<file path="src/design/bfd_pkg.sv">
package bfd_pkg;

	// frame size limit and derived widths
	localparam int MAX_DIM = 4096;
	localparam int DIM_W = $clog2(MAX_DIM);
	localparam int REG_W = DIM_W + 1;
	localparam int CFG_IDX_W = 3;
	localparam int CH_W = 8;
	localparam int CHANNELS = 4;
	localparam int PIX_W = CH_W * CHANNELS;
	localparam int SUM_W = CH_W + 2 * DIM_W;
	localparam int DIVW = SUM_W + 1;
	localparam int CNT_W = 2 * DIM_W + 1;
	localparam int SCALE_STEPS = REG_W;
	localparam int SC_W = $clog2(SCALE_STEPS);
	localparam int QUO_W = CH_W;
	localparam int BIT_W = $clog2(QUO_W);

	// configuration register indexes
	localparam logic [CFG_IDX_W-1:0] CFG_SRC_WIDTH = 3'd0;
	localparam logic [CFG_IDX_W-1:0] CFG_SRC_HEIGHT = 3'd1;
	localparam logic [CFG_IDX_W-1:0] CFG_DST_WIDTH = 3'd2;
	localparam logic [CFG_IDX_W-1:0] CFG_DST_HEIGHT = 3'd3;

	typedef enum logic [2:0] {
		S_LOAD,
		S_SCALE,
		S_FIN,
		S_IDLE,
		S_ACC,
		S_DIV,
		S_EMIT
	} state_t;

	// controller to datapath
	typedef struct packed {
		logic accept;
		logic scale_start;
		logic scale_step;
		logic scale_fin;
		logic acc;
		logic div_step;
		logic out_load;
	} bfd_cmd_t;

	// datapath to controller
	typedef struct packed {
		logic cfg_hit;
		logic emit;
		logic bad;
		logic scale_done;
		logic div_done;
		logic out_free;
	} bfd_sts_t;

endpackage

</file>
<file path="src/design/bfd_ctrl.sv">
module bfd_ctrl
	import bfd_pkg::*;
(
	input  logic     clk,
	input  logic     arst_n,
	input  logic     s_tvalid,
	output logic     s_tready,
	input  bfd_sts_t sts,
	output bfd_cmd_t cmd
);

	state_t state_q, state_d;

	// state register
	always_ff @(posedge clk or negedge arst_n) begin
		if (!arst_n) begin
			state_q <= S_LOAD;
		end else begin
			state_q <= state_d;
		end
	end

	// next state
	always_comb begin
		state_d = state_q;
		if (sts.cfg_hit) begin
			state_d = S_LOAD;
		end else begin
			unique case (state_q)
				S_LOAD: state_d = S_SCALE;
				S_SCALE: begin
					if (sts.scale_done) state_d = S_FIN;
				end
				S_FIN: state_d = S_IDLE;
				S_IDLE: begin
					if (s_tvalid) state_d = S_ACC;
				end
				S_ACC: begin
					if (!sts.emit) state_d = S_IDLE;
					else if (sts.bad) state_d = S_EMIT;
					else state_d = S_DIV;
				end
				S_DIV: begin
					if (sts.div_done) state_d = S_EMIT;
				end
				S_EMIT: begin
					if (sts.out_free) state_d = S_IDLE;
				end
				default: state_d = S_LOAD;
			endcase
		end
	end

	// command outputs
	always_comb begin
		cmd = '0;
		s_tready = 1'b0;
		unique case (state_q)
			S_LOAD: cmd.scale_start = 1'b1;
			S_SCALE: cmd.scale_step = 1'b1;
			S_FIN: cmd.scale_fin = 1'b1;
			S_IDLE: begin
				s_tready = 1'b1;
				cmd.accept = s_tvalid;
			end
			S_ACC: cmd.acc = 1'b1;
			S_DIV: cmd.div_step = 1'b1;
			S_EMIT: cmd.out_load = sts.out_free;
			default: cmd = '0;
		endcase
	end

	a_acc_follows: assert property (@(posedge clk) disable iff (!arst_n)
		cmd.accept && !sts.cfg_hit |=> state_q == S_ACC)
		else $error("accepted item not followed by accumulate");

	a_div_stay: assert property (@(posedge clk) disable iff (!arst_n)
		state_q == S_DIV && !sts.div_done && !sts.cfg_hit |=> state_q == S_DIV)
		else $error("average division left early");

	a_emit_leave: assert property (@(posedge clk) disable iff (!arst_n)
		state_q == S_EMIT && sts.out_free && !sts.cfg_hit |=> state_q == S_IDLE)
		else $error("result load did not return to idle");

endmodule

</file>
<file path="config.mk">
export PLATFORM = sky130hd
export DESIGN_NAME = bfd_ctrl
export DESIGN_NICKNAME = d
export VERILOG_FILES = /design/src/design/bfd_pkg.sv /design/src/design/bfd_ctrl.sv
export SDC_FILE = /design/constraint.sdc
export NUM_CORES = 1
export LEC_CHECK = 0
export BUFFER_PORTS_ARGS = -buffer_cell sky130_fd_sc_hd__buf_2
export CAP_MARGIN = 20
export CORE_AREA = 2 2 39 41
export DETAILED_ROUTE_END_ITERATION = 6
export DIE_AREA = 0 0 41 43
export GPL_TIMING_DRIVEN = 0
export PLACE_DENSITY = 0.45
export SYNTH_ARGS = -nofsm -noshare
export SYNTH_HDL_FRONTEND = slang
export SYNTH_SLANG_ARGS = --single-unit
export TNS_END_PERCENT = 10
</file>
<file path="constraint.sdc">
create_clock -name clk -period 1.63 [get_ports clk]
set_input_delay 0.163 -clock clk [delete_from_list [all_inputs] [get_ports clk]]
set_output_delay 0.163 -clock clk [all_outputs]
set_load 0.05 [all_outputs]
</file>
==> results of run 1 <==
logic make-up (layout without fill, tap and decap cells):
family	after synthesis	in the layout	share of synthesized area, %
AND/OR/NAND/NOR	21	21	41.2
AO/OA/AOI/OAI	6	6	19.6
buffers and inverters	4	25	8.16
flip-flops	3	3	24.5
multiplexers	2	2	6.53
power by group:
group	internal (mW)	switching (mW)
Sequential	0.0943	0.0196
Combinational	0.140	0.274
Clock	0.0917	0.0376
Total	0.326	0.331
critical path: stages, from the launching register on:
cell and delay (ns):
dfrtp_1 0.40, buf_2 0.20, nor2_2 0.15, and2_1 0.13
buf_2 0.25
final cells by class:
type / instances / area, um2
fill: 156 / 933
multi-input combinational: 29 / 214
timing repair buffer: 17 / 90.1
sequential: 3 / 75.1
clock buffer: 4 / 26.3
buffer: 3 / 21.3
tap: 16 / 20.0
inverter: 1 / 3.75
cells in the final DEF (no fill, tap or decap):
cell,n
a211o_1,1
a211oi_2,1
a211oi_4,1
a21oi_1,1
a41oi_1,1
and2_1,1
and2b_1,1
and3_1,1
and4b_1,1
and4bb_1,1
and4bb_4,1
buf_2,18
buf_6,1
clkbuf_1,1
clkbuf_4,3
dfrtp_1,3
dlygate4sd3_1,1
inv_1,1
mux2i_1,2
nand2_1,2
nand2b_1,2
nor2_1,7
nor2_2,1
nor3_1,2
nor3b_2,1
o21ai_0,1
worst paths after layout:
check                           slack (ns)                     end  cells past startpoint              startpoint
max in group asynchronous             1.27  state_q[0]$_DFFE_PN0P_                      2                  arst_n
worst max-delay path                  0.11                  cmd[6]                      4  state_q[2]$_DFFE_PN0P_
min in group asynchronous             0.26  state_q[2]$_DFFE_PN0P_                      2                  arst_n
worst max register to register        0.24  state_q[0]$_DFFE_PN0P_                      5  state_q[1]$_DFFE_PN0P_
worst min register to register        0.74  state_q[1]$_DFFE_PN0P_                      4  state_q[1]$_DFFE_PN0P_
worst min-delay path                  0.12  state_q[2]$_DFFE_PN0P_                      2                  sts[5]
through the flow:
stage                     utilization, %  hold slack [ns]  worst slack (ns)  setup TNS, ns  instances
after floorplan                        -           -0.133            -0.193         -0.469         36
after global placement              29.9          -0.0405             0.252              0         68
after detailed placement            29.9          -0.0393             0.248              0         68
after CTS                           32.5            0.110            0.0807              0         73
after global routing                32.5            0.122            0.0264              0         73
final                               32.5            0.116             0.105              0         73
layer usage:
metal | share of wire [%] | GRT usage, % | vias to the layer above
met3 | 6.7 | 1.57 | 0
met5 | 0 | 0 | -
met1 | 42 | 13.2 | 150
met4 | 0 | 8.00 | 0
li1 | - | - | 168
met2 | 51 | 14.4 | 10
==> results by group, run 1 <==
Run status
  – Status: completed

Logic synthesis
  – Synth Flop Type: dfrtp_1
  – Count leader, synth: nor2_1
  – Sequential share of the synthesized area: 24.5%
  – Ys async rst share: 100%
  – Synth Cell Area: 307 um2
  – Post-synth EDFFs: 0
  – Cell variety after synth: 22
  – Ranking of synthesized cells by area: dfrtp_1, nor2_1, a211oi_4
  – Synth Warn #: 0
  – Most frequent cells after synthesis: nor2_1, dfrtp_1
  – Synth Instances: 36
  – Leading area contributor after synthesis: dfrtp_1
  – Share of the synthesized area in the top cell type: 24.5%
  – Syn Area/Cell: 8.52 um2
  – Syn nets: 45
  – FF+latch count, synth: 3

Clock tree
  – Root Driver: clkbuf_4
  – Clk Latency, worst-skew pair: 0.23 ns
  – CTS hold repair buffers: 1
  – CTS Buf Count: 3
  – Postcts setup bufs: 0
  – CTS-repair resized insts: 0
  – CTS tree: built
  – Clk buf depth: 2
  – H-tree lvl count: 1
  – Clk pin slew, worst setup/hold paths: 0.04 ns
  – CTS Sinks: 3

STA
  – Slew headroom: 77.7%
  – Measured slew at the worst slew-check pin: 0.325 ns
  – Hold Vio Cnt, Final: 0
  – Fin. max-slew vios: 0
  – Peak Freq: 0.656 GHz
  – Layout Skew: 0.00330 ns
  – Tcrit/Tclk final: 93.5%
  – RSZ-0062 raised after global routing: no
  – Final setup fails: 0
  – Fin crit period: 1.52 ns

GRT
  – Vias in the first global route: 293
  – First-pass GRT wire length: 1200 um
  – Total GRT Usage: 10.3%
  – Largest net degree at the start of global routing: 11
  – Initial antenna violation count: 0
  – Total grt overflow: 0

Routing
  – Vias per cell: 4.49
  – WL/cell: 10.2 um
  – Routed via count: 328
  – Pre-antenna DRT Iters: 4
  – Final WL: 742 um
  – Initial drt markers: 2
  – Final antenna-violating net count: 0
  – DRC: 0

Worst setup path
  – Worst Setup End Kind: output pin
  – Worst EP required: 1.47 ns
  – WP data arrival: 1.36 ns
  – Worst-path fanout max: 10
  – Critical path class: reg2out
  – CP Launch Type: flop

Place
  – RePlAce Congestion: 0.649
  – HPWL after DPL: 565 um
  – Placed cell area: 414 um2
  – Port bufs: 16

Pwr
  – Pleak: 0.242 nW
  – Peak VDD IR: 383 uV
  – P per Cell Area: 1460 nW/um2
  – Total power: 658 uW

Cells and area
  – Number of diodes: 0
  – Max FFs per register: 3
  – Fin area: 450 um2
  – Layout net count: 67
  – Layout cells sized above 1: 47.4%
  – Area delta synth->final: 46.9%
  – Top reg by flops: state_q
  – Largest regs: state_q x3

Die
  – Starting Density: 22.2%
  – Placeable Area: 1380 um2
  – Core Rows: 14
  – I/O Pins: 17
  – Die width: 41 um
  – Die area: 1760 um2
  – Die Span Y: 43 um

Worst hold path
  – HP Class: in2reg

Run
  – Max-Cap Viols: 0
Note: power is estimated with default switching activity, not from simulation.
==> run 2: changes to the inputs <==
Settings changed: CELL_PAD_IN_SITES_DETAIL_PLACEMENT set to 1, CELL_PAD_IN_SITES_GLOBAL_PLACEMENT set to 1, PLACE_DENSITY 0.45 to 0.6, REMOVE_ABC_BUFFERS set to 1.
==> results by group, run 2 (synthesis results as in run 1) <==
STA
  – Measured slew at the worst slew-check pin: 0.313 ns
  – RSZ-0062 raised after global routing: no
  – Slew headroom: 78.5%
  – Fin crit period: 1.49 ns
  – Final setup fails: 0
  – Fin. max-slew vios: 0
  – Setup WS post-layout: 0.139 ns
  – Hold Vio Cnt, Final: 0
  – Final hold slack: 0.128 ns
  – Peak Freq: 0.671 GHz
  – Tcrit/Tclk final: 91.5%
  – Layout Skew: 0.00134 ns

Cells and area
  – Most frequent cells in the layout: buf_2, nor2_1, buf_4, clkbuf_4, dfrtp_2
  – Max FFs per register: 3
  – Post-Layout Cell Count: 75
  – Largest regs: state_q x3
  – Number of diodes: 0
  – Area delta synth->final: 51.0%
  – Final core utilization: 33.5%
  – Layout net count: 69
  – # fillers: 181
  – Register area: 78.8 um2
  – Layout cells sized above 1: 50.8%
  – Top reg by flops: state_q
  – Area of the multi-input gates: 206 um2
  – Commonest non-fill, non-tap cell in the layout: buf_2
  – Fin area: 463 um2

Run
  – Max-Cap Viols: 0

Clock tree
  – Clk Latency, worst-skew pair: 0.23 ns
  – Clk pin slew, worst setup/hold paths: 0.04 ns
  – CTS Sinks: 3
  – Clk buf depth: 2
  – CTS tree: built
  – Root Driver: clkbuf_4
  – H-tree lvl count: 1
  – CTS Buf Count: 3

GRT
  – Total grt overflow: 0
  – Vias in the first global route: 300
  – Largest net degree at the start of global routing: 16
  – Initial antenna violation count: 0
  – Total GRT Usage: 11.2%
  – First-pass GRT wire length: 1330 um

Die
  – Core Rows: 14
  – Starting Density: 22.2%
  – Die Span Y: 43 um
  – Die area: 1760 um2
  – Placeable Area: 1380 um2
  – Die width: 41 um
  – I/O Pins: 17

Place
  – Placed cell area: 385 um2
  – Dpl cells: 65
  – HPWL after DPL: 533 um
  – RePlAce Congestion: 0.658
  – Port bufs: 16
  – Post-Place Worst Slack: 0.125 ns

Pwr
  – Peak VDD IR: 521 uV
  – Pleak: 0.244 nW
  – P per Cell Area: 1460 nW/um2

Worst setup path
  – Worst Setup End Kind: output pin
  – Cell count of the worst reg-to-reg path: 5
  – Critical path class: reg2out
  – CP Launch Type: flop
  – Worst EP required: 1.47 ns
  – Worst-path fanout max: 13
  – WP data arrival: 1.33 ns

Routing
  – Final antenna-violating net count: 0
  – WL/cell: 10.4 um
  – DRC: 0
  – Routed via count: 329
  – Initial drt markers: 1
  – Final WL: 783 um
  – Vias per cell: 4.39
  – Pre-antenna DRT Iters: 2

Worst hold path
  – Hold path depth: 2
  – HP Class: in2reg

Run status
  – Status: completed
[run 2: cell types whose count changed in the layout (fill, tap and decap cells not counted), sizes merged]
cell  change
buf       +2
[run 2: report_power, final]
group / internal, mW / switching, mW / total, mW
Sequential: 0.0982 / 0.0550 / 0.153
Combinational: 0.150 / 0.240 / 0.391
Clock: 0.0917 / 0.0381 / 0.130
Total: 0.340 / 0.333 / 0.674
[run 2: area by class of cell]
class | count | share of cell area (%)
Timing Repair Buffer | 22 | 27.6
Clock buffer | 4 | 5.68
Sequential cell | 3 | 17.0
Tap cell | 16 | 4.32
Inverter | 1 | 0.811
Multi-Input combinational cell | 29 | 44.6
[run 2: routing by layer]
| metal | global-route usage [%] | up-vias | wire, um |
|---|---|---|---|
| li1 | - | 173 | - |
| met1 | 15.3 | 142 | 386 |
| met2 | 15.3 | 14 | 327 |
| met3 | 1.57 | 0 | 68 |
| met4 | 8.00 | 0 | 0 |
| met5 | 0 | - | 0 |
[run 2: timing repair]
action                                  CTS  global route
hold endpoints to repair                  3             0
buffers inserted                          0             5
hold buffers                              1             0
gates resized for setup                   1             2
endpoints found under the setup margin    1             3
[run 2: path summary, 6_finish.rpt]
check | start | end | slack, ns
worst max-delay path | state_q[2]$_DFFE_PN0P_ | cmd[6] | 0.14
worst min-delay path | sts[5] | state_q[2]$_DFFE_PN0P_ | 0.13
worst max register to register | state_q[0]$_DFFE_PN0P_ | state_q[0]$_DFFE_PN0P_ | 0.15
worst min register to register | state_q[0]$_DFFE_PN0P_ | state_q[0]$_DFFE_PN0P_ | 0.65
max in group asynchronous | arst_n | state_q[0]$_DFFE_PN0P_ | 1.26
min in group asynchronous | arst_n | state_q[2]$_DFFE_PN0P_ | 0.25
[run 2: worst max-delay path, cell delays in order (launching register included)]
cell and delay [ns]:
dfrtp_2 0.48, nor2_1 0.21, and2_1 0.15, buf_2 0.25
[run 2: metrics by stage]
stage / setup TNS [ns] / power, mW
6_report: 0 / 0.674
2_1_floorplan: -0.913 / 0.415
5_1_grt: 0 / 0.735
3_5_place_dp: 0 / 0.499
4_1_cts: 0 / 0.642
3_3_place_gp: 0 / 0.496
